**src/design/card_frame_parser_tag_registers_macros.svh**
```systemverilog
// Assertion macros for the tag frame parser.
// Used by design files that check their own control logic; needs clk_i and rst_ni in scope.
`ifndef CARD_FRAME_PARSER_TAG_REGISTERS_MACROS_SVH
`define CARD_FRAME_PARSER_TAG_REGISTERS_MACROS_SVH

// same-cycle implication
`define CFP_ASSERT_NOW(label, ante, cons, msg) \
  label: assert property (@(posedge clk_i) disable iff (!rst_ni) (ante) |-> (cons)) \
    else $error(msg);

// next-cycle implication
`define CFP_ASSERT_NEXT(label, ante, cons, msg) \
  label: assert property (@(posedge clk_i) disable iff (!rst_ni) (ante) |=> (cons)) \
    else $error(msg);

`endif

```
**src/design/cfp_pkg.sv**
```systemverilog
// Shared types and constants of the tag frame parser.
// No dependencies; used by cfp_rx, cfp_mirror and the top level.
package cfp_pkg;

  localparam int unsigned BufDepth = 32;
  localparam int unsigned CountW   = $clog2(BufDepth + 1);
  localparam int unsigned WordCount = 12;
  localparam int unsigned PayCount  = 6;

  typedef enum logic [1:0] {
    KindByte = 2'd0,
    KindEof  = 2'd1,
    KindTick = 2'd2,
    KindRead = 2'd3
  } kind_e;

  localparam logic [7:0] StxByte = 8'h02;
  localparam logic [7:0] EtxByte = 8'h03;

  localparam logic [2:0] FlagHead = 3'b001;
  localparam logic [2:0] FlagSum  = 3'b010;
  localparam logic [2:0] FlagTail = 3'b100;
  localparam logic [2:0] FlagAll  = FlagHead | FlagSum | FlagTail;

  localparam logic [15:0] HoldTicksReset = 16'd3000;

  localparam logic [7:0] CardProx  = 8'h02;
  localparam logic [7:0] CardIcA   = 8'h01;
  localparam logic [7:0] CardIcB   = 8'h03;
  localparam logic [7:0] CardGen10 = 8'h10;
  localparam logic [7:0] CardGen11 = 8'h11;
  localparam logic [7:0] CardGen20 = 8'h20;
  localparam logic [7:0] CardGen21 = 8'h21;
  localparam logic [7:0] CardGen22 = 8'h22;
  localparam logic [7:0] CardGen30 = 8'h30;
  localparam logic [7:0] CardGen50 = 8'h50;
  localparam logic [7:0] CardGen51 = 8'h51;
  localparam logic [7:0] CardGenFf = 8'hFF;

  localparam logic [15:0] WordProxType = 16'h0001;
  localparam logic [15:0] WordIcType   = 16'h0002;
  localparam logic [15:0] WordPresent  = 16'h0001;

  localparam logic [4:0] RegGenLast   = 5'd3;
  localparam logic [4:0] RegMirFirst  = 5'd10;
  localparam logic [4:0] RegMirLast   = 5'd17;
  localparam logic [4:0] RegMirOffset = 5'd6;

  localparam int unsigned Led1Bit = 0;
  localparam int unsigned Led2Bit = 1;

  typedef struct packed {
    logic                 ok;
    logic [7:0]           card_type;
    logic [PayCount-1:0][7:0] payload;
  } rx_frame_t;

  typedef struct packed {
    logic [15:0] read_data;
    logic        frame_ok;
    logic        led1_on;
    logic        led2_on;
    logic        beep_start;
    logic        mirrors_cleared;
  } res_t;

endpackage

```
**src/design/card_frame_parser_tag_registers.sv**
```systemverilog
// Tag frame parser top level: request register, frame checker, mirrors, result register.
// A request waits in the input stage, then its result is registered; one request per cycle
// while results are taken, and a stalled result holds one request in the input stage.
// All state is processed in the single input-to-result stage, so requests never interleave.
// Reset: asynchronous, clears frame state, mirrors, LEDs, timer; hold_ticks returns to 3000.
// Depends on cfp_pkg, cfp_rx, cfp_mirror and the assertion macro header.
`include "card_frame_parser_tag_registers_macros.svh"

module card_frame_parser_tag_registers (
  input  logic        clk_i,
  input  logic        rst_ni,
  input  logic        in_valid_i,
  output logic        in_ready_o,
  input  logic [1:0]  kind_i,
  input  logic [7:0]  rx_byte_i,
  input  logic [4:0]  reg_index_i,
  output logic        out_valid_o,
  input  logic        out_ready_i,
  output logic [15:0] read_data_o,
  output logic        frame_ok_o,
  output logic        led1_on_o,
  output logic        led2_on_o,
  output logic        beep_start_o,
  output logic        mirrors_cleared_o,
  input  logic        cfg_we_i,
  input  logic [15:0] cfg_wdata_i
);
  import cfp_pkg::*;

  logic        s1_valid_q, s1_valid_d;
  kind_e       kind_q;
  logic [7:0]  rx_byte_q;
  logic [4:0]  reg_index_q;
  logic        s1_adv;
  logic        in_acc;
  logic        out_valid_q, out_valid_d;
  res_t        res_q;
  res_t        res_d;
  logic [15:0] hold_ticks_q;
  rx_frame_t   frame;

  assign s1_adv     = s1_valid_q && (!out_valid_q || out_ready_i);
  assign in_ready_o = !s1_valid_q || s1_adv;
  assign in_acc     = in_valid_i && in_ready_o;
  assign s1_valid_d = in_acc || (s1_valid_q && !s1_adv);
  assign out_valid_d = s1_adv || (out_valid_q && !out_ready_i);

  always_ff @(posedge clk_i or negedge rst_ni) begin
    if (!rst_ni) begin
      s1_valid_q   <= 1'b0;
      out_valid_q  <= 1'b0;
      hold_ticks_q <= HoldTicksReset;
    end else begin
      s1_valid_q  <= s1_valid_d;
      out_valid_q <= out_valid_d;
      if (cfg_we_i) hold_ticks_q <= cfg_wdata_i;
    end
  end

  always_ff @(posedge clk_i) begin
    if (in_acc) begin
      kind_q      <= kind_e'(kind_i);
      rx_byte_q   <= rx_byte_i;
      reg_index_q <= reg_index_i;
    end
    if (s1_adv) res_q <= res_d;
  end

  cfp_rx u_rx (
    .clk_i     (clk_i),
    .rst_ni    (rst_ni),
    .step_i    (s1_adv),
    .kind_i    (kind_q),
    .rx_byte_i (rx_byte_q),
    .frame_o   (frame)
  );

  cfp_mirror u_mirror (
    .clk_i        (clk_i),
    .rst_ni       (rst_ni),
    .step_i       (s1_adv),
    .kind_i       (kind_q),
    .reg_index_i  (reg_index_q),
    .hold_ticks_i (hold_ticks_q),
    .frame_i      (frame),
    .res_o        (res_d)
  );

  assign out_valid_o       = out_valid_q;
  assign read_data_o       = res_q.read_data;
  assign frame_ok_o        = res_q.frame_ok;
  assign led1_on_o         = res_q.led1_on;
  assign led2_on_o         = res_q.led2_on;
  assign beep_start_o      = res_q.beep_start;
  assign mirrors_cleared_o = res_q.mirrors_cleared;

  `CFP_ASSERT_NOW(a_clear_leds_off, out_valid_q && res_q.mirrors_cleared,
    !res_q.led1_on && !res_q.led2_on, "clear result with an LED still on")
  `CFP_ASSERT_NOW(a_ok_xor_clear, out_valid_q,
    !(res_q.frame_ok && res_q.mirrors_cleared), "frame ok and clear in one result")
  `CFP_ASSERT_NOW(a_stall_cause, !in_ready_o,
    s1_valid_q && out_valid_q && !out_ready_i, "input stalled without a held result")
  `CFP_ASSERT_NEXT(a_accept_held, in_valid_i && in_ready_o,
    s1_valid_q, "accepted request lost from input stage")

endmodule

```
**src/design/cfp_rx.sv**
```systemverilog
// Byte collector and frame checker: header, length, running XOR and tail.
// Depends on cfp_pkg.
module cfp_rx (
  input  logic              clk_i,
  input  logic              rst_ni,
  input  logic              step_i,
  input  cfp_pkg::kind_e    kind_i,
  input  logic [7:0]        rx_byte_i,
  output cfp_pkg::rx_frame_t frame_o
);
  import cfp_pkg::*;

  logic [CountW-1:0]        count_q, count_d;
  logic [7:0]               len_q, len_d;
  logic [7:0]               xor_q, xor_d;
  logic [7:0]               type_q, type_d;
  logic [2:0]               flags_q, flags_d;
  logic [PayCount-1:0][7:0] pay_q, pay_d;
  logic [7:0]               pos;
  logic [7:0]               len_eff;
  logic [7:0]               pos_m4;

  always_comb begin
    count_d = count_q;
    len_d   = len_q;
    xor_d   = xor_q;
    type_d  = type_q;
    flags_d = flags_q;
    pay_d   = pay_q;
    pos     = 8'(count_q);
    len_eff = (pos == 8'd1) ? rx_byte_i : len_q;
    pos_m4  = pos - 8'd4;
    if (step_i) begin
      unique case (kind_i)
        KindByte: begin
          if (count_q < CountW'(BufDepth)) begin
            if (pos == 8'd0) begin
              if (rx_byte_i == StxByte) flags_d = flags_d | FlagHead;
            end else begin
              if (pos == 8'd1) len_d = rx_byte_i;
              if (pos == 8'd2) type_d = rx_byte_i;
              if (pos >= 8'd4 && pos <= 8'd9) pay_d[pos_m4[2:0]] = rx_byte_i;
              if (len_eff >= 8'd4) begin
                if (pos <= len_eff - 8'd3) xor_d = xor_q ^ rx_byte_i;
                if (pos == len_eff - 8'd2 && xor_q == rx_byte_i) flags_d = flags_d | FlagSum;
                if (pos == len_eff - 8'd1 && rx_byte_i == EtxByte) flags_d = flags_d | FlagTail;
              end
            end
            count_d = count_q + CountW'(1);
          end
        end
        KindEof: begin
          count_d = '0;
          len_d   = '0;
          xor_d   = '0;
          flags_d = '0;
        end
        default: ;
      endcase
    end
  end

  always_comb begin
    frame_o.ok        = (count_q >= CountW'(4)) && (len_q >= 8'd4) &&
                        (len_q <= pos) && (flags_q == FlagAll);
    frame_o.card_type = type_q;
    frame_o.payload   = pay_q;
  end

  always_ff @(posedge clk_i or negedge rst_ni) begin
    if (!rst_ni) begin
      count_q <= '0;
      len_q   <= '0;
      xor_q   <= '0;
      type_q  <= '0;
      flags_q <= '0;
      pay_q   <= '0;
    end else begin
      count_q <= count_d;
      len_q   <= len_d;
      xor_q   <= xor_d;
      type_q  <= type_d;
      flags_q <= flags_d;
      pay_q   <= pay_d;
    end
  end

endmodule

```
**src/design/cfp_mirror.sv**
```systemverilog
// Tag register mirrors, LEDs and hold timer; builds the result of one request.
// Depends on cfp_pkg; takes the checked frame from cfp_rx.
module cfp_mirror (
  input  logic               clk_i,
  input  logic               rst_ni,
  input  logic               step_i,
  input  cfp_pkg::kind_e     kind_i,
  input  logic [4:0]         reg_index_i,
  input  logic [15:0]        hold_ticks_i,
  input  cfp_pkg::rx_frame_t frame_i,
  output cfp_pkg::res_t      res_o
);
  import cfp_pkg::*;

  logic [WordCount-1:0][15:0] tag_q, tag_d;
  logic [1:0]                 ind_q, ind_d;
  logic                       hold_q, hold_d;
  logic [15:0]                elapsed_q, elapsed_d;
  logic [15:0]                elapsed_inc;
  logic [15:0]                rd_word;
  logic [4:0]                 mir_index;
  logic [PayCount-1:0][7:0]   p;

  assign p           = frame_i.payload;
  assign elapsed_inc = (elapsed_q == 16'hFFFF) ? elapsed_q : elapsed_q + 16'd1;
  assign mir_index   = reg_index_i - RegMirOffset;

  always_comb begin
    rd_word = '0;
    if (reg_index_i <= RegGenLast) begin
      rd_word = tag_q[reg_index_i[3:0]];
    end else if (reg_index_i >= RegMirFirst && reg_index_i <= RegMirLast) begin
      rd_word = tag_q[mir_index[3:0]];
    end
  end

  always_comb begin
    tag_d     = tag_q;
    ind_d     = ind_q;
    hold_d    = hold_q;
    elapsed_d = elapsed_q;
    res_o     = '0;
    if (step_i) begin
      unique case (kind_i)
        KindEof: begin
          if (frame_i.ok) begin
            res_o.frame_ok   = 1'b1;
            res_o.beep_start = 1'b1;
            elapsed_d        = '0;
            hold_d           = 1'b1;
            case (frame_i.card_type) inside
              CardProx: begin
                tag_d[4]  = WordPresent;
                tag_d[5]  = {8'h00, p[1]};
                tag_d[6]  = {p[2], p[3]};
                tag_d[7]  = {p[4], p[5]};
                tag_d[0]  = WordProxType;
                tag_d[1]  = {8'h00, p[1]};
                tag_d[2]  = {p[2], p[3]};
                tag_d[3]  = {p[4], p[5]};
                ind_d     = 2'b01;
              end
              CardIcA, CardIcB: begin
                tag_d[8]  = WordPresent;
                tag_d[9]  = '0;
                tag_d[10] = {p[1], p[2]};
                tag_d[11] = {p[3], p[4]};
                tag_d[0]  = WordIcType;
                tag_d[1]  = '0;
                tag_d[2]  = {p[1], p[2]};
                tag_d[3]  = {p[3], p[4]};
                ind_d[Led2Bit] = 1'b1;
              end
              CardGen10, CardGen11, CardGen20, CardGen21, CardGen22,
              CardGen30, CardGen50, CardGen51, CardGenFf: begin
                tag_d[0]  = {8'h00, frame_i.card_type};
                tag_d[2]  = {p[0], p[1]};
                tag_d[3]  = {p[2], p[3]};
              end
              default: ;
            endcase
          end
        end
        KindTick: begin
          if (hold_q) begin
            elapsed_d = elapsed_inc;
            if (elapsed_inc >= hold_ticks_i) begin
              tag_d                 = '0;
              ind_d                 = '0;
              hold_d                = 1'b0;
              res_o.mirrors_cleared = 1'b1;
            end
          end
        end
        KindRead: res_o.read_data = rd_word;
        default: ;
      endcase
    end
    res_o.led1_on = ind_d[Led1Bit];
    res_o.led2_on = ind_d[Led2Bit];
  end

  always_ff @(posedge clk_i or negedge rst_ni) begin
    if (!rst_ni) begin
      tag_q     <= '0;
      ind_q     <= '0;
      hold_q    <= 1'b0;
      elapsed_q <= '0;
    end else begin
      tag_q     <= tag_d;
      ind_q     <= ind_d;
      hold_q    <= hold_d;
      elapsed_q <= elapsed_d;
    end
  end

endmodule

```
**config.mk**
```make
export PLATFORM = sky130hd
export DESIGN_NAME = card_frame_parser_tag_registers
export DESIGN_NICKNAME = d
export VERILOG_FILES = /design/src/design/cfp_pkg.sv /design/src/design/card_frame_parser_tag_registers.sv /design/src/design/cfp_rx.sv /design/src/design/cfp_mirror.sv
export VERILOG_INCLUDE_DIRS = /design/src /design/src/design
export SDC_FILE = /design/constraint.sdc
export NUM_CORES = 1
export LEC_CHECK = 0
export BUFFER_PORTS_ARGS = -buffer_cell sky130_fd_sc_hd__buf_2
export CELL_PAD_IN_SITES_DETAIL_PLACEMENT = 2
export CELL_PAD_IN_SITES_GLOBAL_PLACEMENT = 2
export CORE_ASPECT_RATIO = 1.2
export CORE_UTILIZATION = 30
export DETAILED_ROUTE_END_ITERATION = 8
export GPL_TIMING_DRIVEN = 0
export PLACE_DENSITY_LB_ADDON = 0.1
export SLEW_MARGIN = 20
export SYNTH_ARGS = -nofsm -noshare
export SYNTH_HDL_FRONTEND = slang
export SYNTH_SLANG_ARGS = --single-unit
```
**constraint.sdc**
```tcl
create_clock -name clk_i -period 4.26 [get_ports clk_i]
set_clock_uncertainty 0.15 [all_clocks]
set_input_delay 0.426 -clock clk_i [delete_from_list [all_inputs] [get_ports clk_i]]
set_output_delay 0.426 -clock clk_i [all_outputs]
set_load 0.1 [all_outputs]
```
# Yosys cells after proc, flatten, opt, wreduce, memory -nomap -nowiden
# Index checks and enable logic that the tools add are counted.
dict set report word_totals {
  wordCells 204
  inputBits 36
  regBits 345
}
dict set report classes {
  mux 60
  n_addsub 7
  bitwise_logic 2
  order_cmp 16
  eq_ne 39
  reduce_logical 41
}
# cell count
set ops {}
lappend ops {{two-way mux 192 bit} 3}
lappend ops {{one-hot mux 192 bit (2 select lines)} 1}
lappend ops {{two-way mux 16 bit} 12}
lappend ops {{two-way mux 64 bit} 3}
lappend ops {{binary-select mux 16 bit (select 4 bit)} 2}
lappend ops {{two-way mux 32 bit} 3}
lappend ops {{two-way mux 8 bit} 8}
lappend ops {{bitwise mux 48 bit} 1}
lappend ops {{== test 8 x 2 -> 1 bit (second input constant)} 4}
lappend ops {{== test 8 x 6 -> 1 bit (second input constant)} 4}
lappend ops {{one-hot mux 16 bit (2 select lines)} 1}
lappend ops {{one-hot mux 8 bit (2 select lines)} 2}
lappend ops {{AND reduction 6 bit} 5}
lappend ops {{demux 8 bit (select 3 bit)} 1}
lappend ops {{AND reduction 5 bit} 4}
lappend ops {{adder 16 x 1 -> 16 bit (second input constant)} 1}
lappend ops {{== test 16 bit (second input constant)} 1}
lappend ops {{== test 6 x 8 -> 1 bit} 2}
lappend ops {{== test 8 x 5 -> 1 bit (second input constant)} 2}
lappend ops {{== test 8 x 7 -> 1 bit (second input constant)} 2}
lappend ops {{greater-or-equal comparator 16 bit} 1}
lappend ops {{greater-or-equal comparator 8 x 3 -> 1 bit (second input constant)} 2}
lappend ops {{subtractor 8 x 2 -> 8 bit (second input constant)} 2}
lappend ops {{!= test 2 x 1 -> 1 bit (second input constant)} 7}
lappend ops {{50 further kinds} 91}

# Depth between registers and ports, before layout
dict set report logic_depth {
  word_depth 11
  depth_mapped 20
  mapped_depth_nobuf 15
}

# By module
# From an unflattened synthesis, not the netlist that was laid out.
dict set report hier_totals {
  hier_cells 1470
  hier_area_um2 15887.7
}
# mod area_each_um2 cells_per_inst seq_area_each_um2 instances
set modules_own_cells {}
lappend modules_own_cells {cfp_mirror 9250.1 914 3528.4 1}
lappend modules_own_cells {cfp_rx 4809.6 478 2026.9 1}
lappend modules_own_cells {card_frame_parser_tag_registers 1828.0 78 1540.2 1}

# Worst setup path after synthesis
# No wires, ideal clock.
dict set report synth_timing {
  path_kind {reg2reg}
  startpoint {register u_rx.count_q[1]}
  endpoint {register u_rx.xor_q[2]}
  period_less_slack_ns 4.383
  required_time_ns 3.984
  path_stages_with_launch 20
  setup_slack_ns -0.123
  arrival_time_ns 4.107
  path_cell_list {dfrtp_1 -> clkbuf_1 -> clkinv_1 -> ha_1 -> clkbuf_1 -> and2_1 -> buf_6 -> buf_4 -> mux2i_1 -> inv_1 -> ha_1 -> nor2_1 -> xor2_1 -> ha_1 -> nor3_1 -> a211o_1 -> buf_1 -> nor3_1 -> a21o_1 -> a221o_1}
}
dict set report synth_via {
  elab_chain_cells 6
  word_cells_on_any_way 12
  classes_between {add/sub: 1; order compare: 3; eq/ne: 5; mux: 1; reduce/logical: 2}
}
# element line
set synth_rtl {}
lappend synth_rtl {{start: declaration} cfp_rx.sv:13} ;# logic [CountW-1:0] count_q, count_d;
lappend synth_rtl {{start signal: assignment} cfp_rx.sv:79} ;# count_q <= count_d;
lappend synth_rtl {{== test 6 x 1 -> 1 bit} cfp_rx.sv:31} ;# len_eff = (pos == 8'd1) ? rx_byte_i : len_q;
lappend synth_rtl {{two-way mux 8 bit} --}
lappend synth_rtl {{subtractor 8 x 2 -> 8 bit} cfp_rx.sv:44} ;# if (pos <= len_eff - 8'd3) xor_d = xor_q ^ rx_byte_i;
lappend synth_rtl {{less-or-equal comparator 6 x 8 -> 1 bit} cfp_rx.sv:44}
lappend synth_rtl {{!= test 2 x 1 -> 1 bit (no line)} --}
lappend synth_rtl {{AND reduction 6 bit (no line) (*)} --}
lappend synth_rtl {{end signal: assignment} cfp_rx.sv:81} ;# xor_q <= xor_d;
lappend synth_rtl {{end: declaration} cfp_rx.sv:15} ;# logic [7:0] xor_q, xor_d;
# Mark *: on every way between the ends. The rest lies on a longest branch, timed or not.
# A chain may end at the register's enable or synchronous reset.

# Worst setup path after layout
dict set report layout_timing {
  startpoint {register u_mirror.elapsed_q[4]}
  endpoint {register u_mirror.tag_q[60] in the netlist's numbering}
}
dict set report layout_via {
  elab_chain_cells 5
  word_cells_on_any_way 6
  classes_between {add/sub: 1; order compare: 1; eq/ne: 2; mux: 1; reduce/logical: 1}
}
# element line
set layout_rtl {}
lappend layout_rtl {{start: declaration} cfp_mirror.sv:18} ;# logic [15:0] elapsed_q, elapsed_d;
lappend layout_rtl {{start signal: assignment} cfp_mirror.sv:113} ;# elapsed_q <= elapsed_d;
lappend layout_rtl {{adder 16 x 1 -> 16 bit or == test 16 bit (tied branches)} cfp_mirror.sv:25} ;# assign elapsed_inc = (elapsed_q == 16'hFFFF) ? elapsed_q : elapsed_q + 16'd1;
lappend layout_rtl {{two-way mux 16 bit (*)} cfp_mirror.sv:25}
lappend layout_rtl {{greater-or-equal comparator 16 bit (*)} cfp_mirror.sv:87} ;# if (elapsed_inc >= hold_ticks_i) begin
lappend layout_rtl {{!= test 2 x 1 -> 1 bit (no line) (*)} --}
lappend layout_rtl {{AND reduction 6 bit (no line) (*)} --}
lappend layout_rtl {{end signal: assignment} cfp_mirror.sv:110} ;# tag_q <= tag_d;
lappend layout_rtl {{end: declaration} cfp_mirror.sv:15} ;# logic [WordCount-1:0][15:0] tag_q, tag_d;
# Marks and branches as above.

==> impl_metrics.env <==
export IMPL_num_vias=12400
export IMPL_antenna_found_initial=0
export IMPL_die_area_sq_um=50700
export IMPL_tritoncts="built"
export IMPL_vias_per_cell=5.51
export IMPL_synth_fp_nets=1518
export IMPL_netlist_area_sq_um=15000
export IMPL_async_flop_share_pct=87.3
export IMPL_h_tree_depth=2
export IMPL_io_pins=59
export IMPL_maxUsedRoutingLayer="met4"
export IMPL_post_route_cells_drive_above_1_share_pct=20.6
export IMPL_setup_viol_count_final=0
export IMPL_clock_sinks=275
export IMPL_root_buffer="clkbuf_16"
export IMPL_place_port_buffers=58
export IMPL_rows=89
export IMPL_syn_to_final_growth_pct=20.3
export IMPL_worst_pin_slew_ps=997
export IMPL_relSlewSlack_pct=33.1
export IMPL_outcome="complete, no violations"
export IMPL_wl_mm=59.0
export IMPL_clkTransAtPathRegs_ps=60
export IMPL_p_leak_nw=7.87
export IMPL_hp_class="input port to flop"
export IMPL_clockBufferDepth=3
export IMPL_grt_pass1_vias=13500
export IMPL_yosysWarnings=0
export IMPL_cap_viol_max_count=0
export IMPL_netlist_cell_type_count=72
export IMPL_synth_seq_cells=275
export IMPL_worstSetupStartpoint="u_mirror.elapsed_q[4]"
export IMPL_wire_per_inst_um=26.3
export IMPL_crit_required_ps=4530
export IMPL_initial_core_util_pct=30.4
export IMPL_hpwl_mm=43.0
export IMPL_yosysSeqAreaShare_pct=47.3
export IMPL_synth_cells=1437
export IMPL_grt_max_degree=77
export IMPL_hold_viol_final=0
export IMPL_drtAntennaViolNets=0
export IMPL_maxSlewViolCount=0
export IMPL_layout_nets=1663
export IMPL_drc=0
export IMPL_core_area_sq_um=49200
export IMPL_groute_usage_overall_pct=23.8
export IMPL_fp_dieW_um=206
export IMPL_cp_start_kind="flop"
export IMPL_cts_buffers=34
export IMPL_layout_min_cycle_time_ps=4070
export IMPL_worstSetupPathType="flop to flop"
export IMPL_worst_setup_path_end_kind="flop"
export IMPL_pre_cts_ws_ps=-1890
export IMPL_drtPass1Iterations=4
export IMPL_fmax_mhz=245
export IMPL_overflow=0
export IMPL_met1_length_mm=25.8
export IMPL_drt_initial_drc_count=456
export IMPL_insertion_delay_ps=550
export IMPL_critPathMaxFanout=10
export IMPL_post_route_period_util_pct=95.6
export IMPL_syn_avg_cell_area_sq_um=10.4
export IMPL_place_gp_congestion=0.830
export IMPL_fin_ws_ps=186
export IMPL_reg2reg_from="u_mirror.elapsed_q[4]"
export IMPL_max_vdd_ir_drop_uv=258
export IMPL_p_per_area_nw_per_um2=536
export IMPL_n_antenna_cell=0
export IMPL_synth_edff_count=35
export IMPL_rsz0062_at_grt="false"
export IMPL_ff2ff_setup_slack_ps=190
export IMPL_arrival_ps=4340
export IMPL_worstHoldStart="out_ready_i"
export IMPL_fin_hold_ws_ps=58.5
export IMPL_route_met3_wl_mm=1.51
export IMPL_synth_ff_type="dfrtp_1"
export IMPL_grt_pass1_wl_mm=88.8
export IMPL_die_h_um=247
export IMPL_met2_length_mm=29.5
-- stage by stage --
stage	cells	instance area, sq um	util (%)	TNS, ps	total power, mW
after global routing	2242	18000	36.6	0	10.2
after global placement	2132	16000	32.6	-659630	6.49
after floorplan	1437	15000	-	0	5.46
final	2242	18000	36.6	0	9.64
after detailed placement	2136	16200	32.8	-180580	6.63
after CTS	2236	17800	36.2	0	9.71
-- per-layer routing --
metal | GRT usage, % | vias to the layer above
li1 | - | 5607
met1 | 30.2 | 6460
met2 | 41.3 | 197
met3 | 2.42 | 99
met4 | 9.28 | 0
met5 | 0 | -
-- logic make-up after synthesis --
family	share of synthesized area (%)
XOR/XNOR	1.82
AND/OR/NAND/NOR	13.2
adder cells (fa/ha/maj)	3.83
multiplexers	12.3
buffers and inverters	4.01
AO/OA/AOI/OAI	17.6
flip-flops	47.3
-- registers in the layout, indices dropped and copies added (netlist names) --
signal / count
reg_index_q: 5
read_data_o: 16
u_rx.flags_q: 3
u_mirror.hold_q: 1
led2_on_o: 1
u_mirror.ind_q: 2
led1_on_o: 1
u_rx.count_q: 6
u_rx.frame_o: 48
mirrors_cleared_o: 1
u_rx.type_q: 8
u_rx.len_q: 8
s1_valid_q: 1
out_valid_o: 1
rx_byte_q: 8
u_mirror.tag_q: 122
beep_start_o: 1
hold_ticks_q: 16
u_rx.xor_q: 8
kind_q: 2
u_mirror.elapsed_q: 16
-- path summary, 6_finish.rpt --
path,end,depth (start not counted)
setup / recovery,u_mirror.tag_q[60],19
hold / removal,s1_valid_q,3
setup reg to reg,u_mirror.tag_q[60],19
hold reg to reg,u_mirror.tag_q[64],1
max in group asynchronous,u_mirror.tag_q[115],4
min in group asynchronous,hold_ticks_q[2],2
-- repair_timing --
action | CTS | global route
hold buffers | 34 | 0
setup buffers | 10 | 6
pin swaps | 7 | 9
gates resized for setup | 44 | 39
hold endpoints to repair | 109 | 0
setup endpoints to repair | 138 | 135
-- synthesized netlist by cell type (4+ instances only) --
library cell | number | share of area, %
a21oi_1 | 60 | 2.0
o22ai_1 | 9 | 0.38
a221o_1 | 9 | 0.60
buf_2 | 23 | 0.77
inv_1 | 37 | 0.93
nor4_1 | 9 | 0.38
nand3_1 | 56 | 1.9
dfstp_2 | 7 | 1.2
o31ai_1 | 7 | 0.35
a31oi_1 | 22 | 0.92
xor2_1 | 10 | 0.59
xnor2_1 | 21 | 1.2
nand4_1 | 14 | 0.59
a211oi_1 | 12 | 0.60
mux2_2 | 111 | 8.4
ha_1 | 45 | 3.8
nor2b_1 | 25 | 1.0
o211ai_1 | 9 | 0.45
a21boi_0 | 4 | 0.20
nand2_1 | 124 | 3.1
nand3b_1 | 7 | 0.35
a21o_1 | 5 | 0.25
edfxtp_1 | 35 | 7.0
nor3_1 | 22 | 0.74
a22o_1 | 93 | 5.4
o21ai_1 | 5 | 0.17
nor2_1 | 98 | 2.5
dfrtp_1 | 233 | 39
a311oi_1 | 33 | 1.9
and3_1 | 4 | 0.17
and2_1 | 8 | 0.33
clkbuf_1 | 70 | 1.8
o21a_1 | 12 | 0.60
buf_1 | 8 | 0.20
a22oi_1 | 5 | 0.25
mux2i_1 | 50 | 3.3
o21ai_0 | 56 | 1.9
or3_1 | 11 | 0.46
nand2b_1 | 15 | 0.63
-- area by class of cell --
| type | instances | area [sq um] |
|---|---|---|
| clock buffers | 47 | 982 |
| multi-input cells | 1017 | 7440 |
| inverters | 39 | 151 |
| flip-flops and latches | 275 | 7070 |
| fillers | 5306 | 31200 |
| plain buffers | 103 | 552 |
| repair buffers | 112 | 887 |
| clock inverters | 12 | 111 |
| well taps | 637 | 797 |
-- worst max-delay path, cell delays in order (launching register included) --
cell,delay [ps]
dfrtp_1,360
clkbuf_4,170
and4_4,190
nand4_1,70
buf_4,160
nor4_4,50
buf_4,160
or2_4,260
or3_1,340
nand2_1,100
ha_1,230
nand2_1,140
o21ai_1,90
a221o_1,400
a21oi_2,130
o21ai_1,110
o21ai_2,150
buf_6,160
clkbuf_16,180
mux2_2,340
-- where the power goes --
| group | total [mW] | internal [mW] | leakage, nW | switching (mW) |
|---|---|---|---|---|
| logic | 3.11 | 1.19 | 3.78 | 1.92 |
| registers | 3.60 | 3.09 | 3.54 | 0.512 |
| clock network | 2.93 | 1.73 | 0.544 | 1.20 |
| total | 9.64 | 6.01 | 7.87 | 3.63 |
-- cells in the final DEF (no fill, tap or decap), drive strengths merged, types with 39 or more instances in the layout --
cell type,count
ha,45
mux2i,51
buf,111
nand2,124
o21ai,61
a21oi,62
mux2,111
a22o,93
clkbuf,117
inv,39
dfrtp,233
nor2,98
nand3,56
No activity file was read; power rests on OpenSTA's default activity.
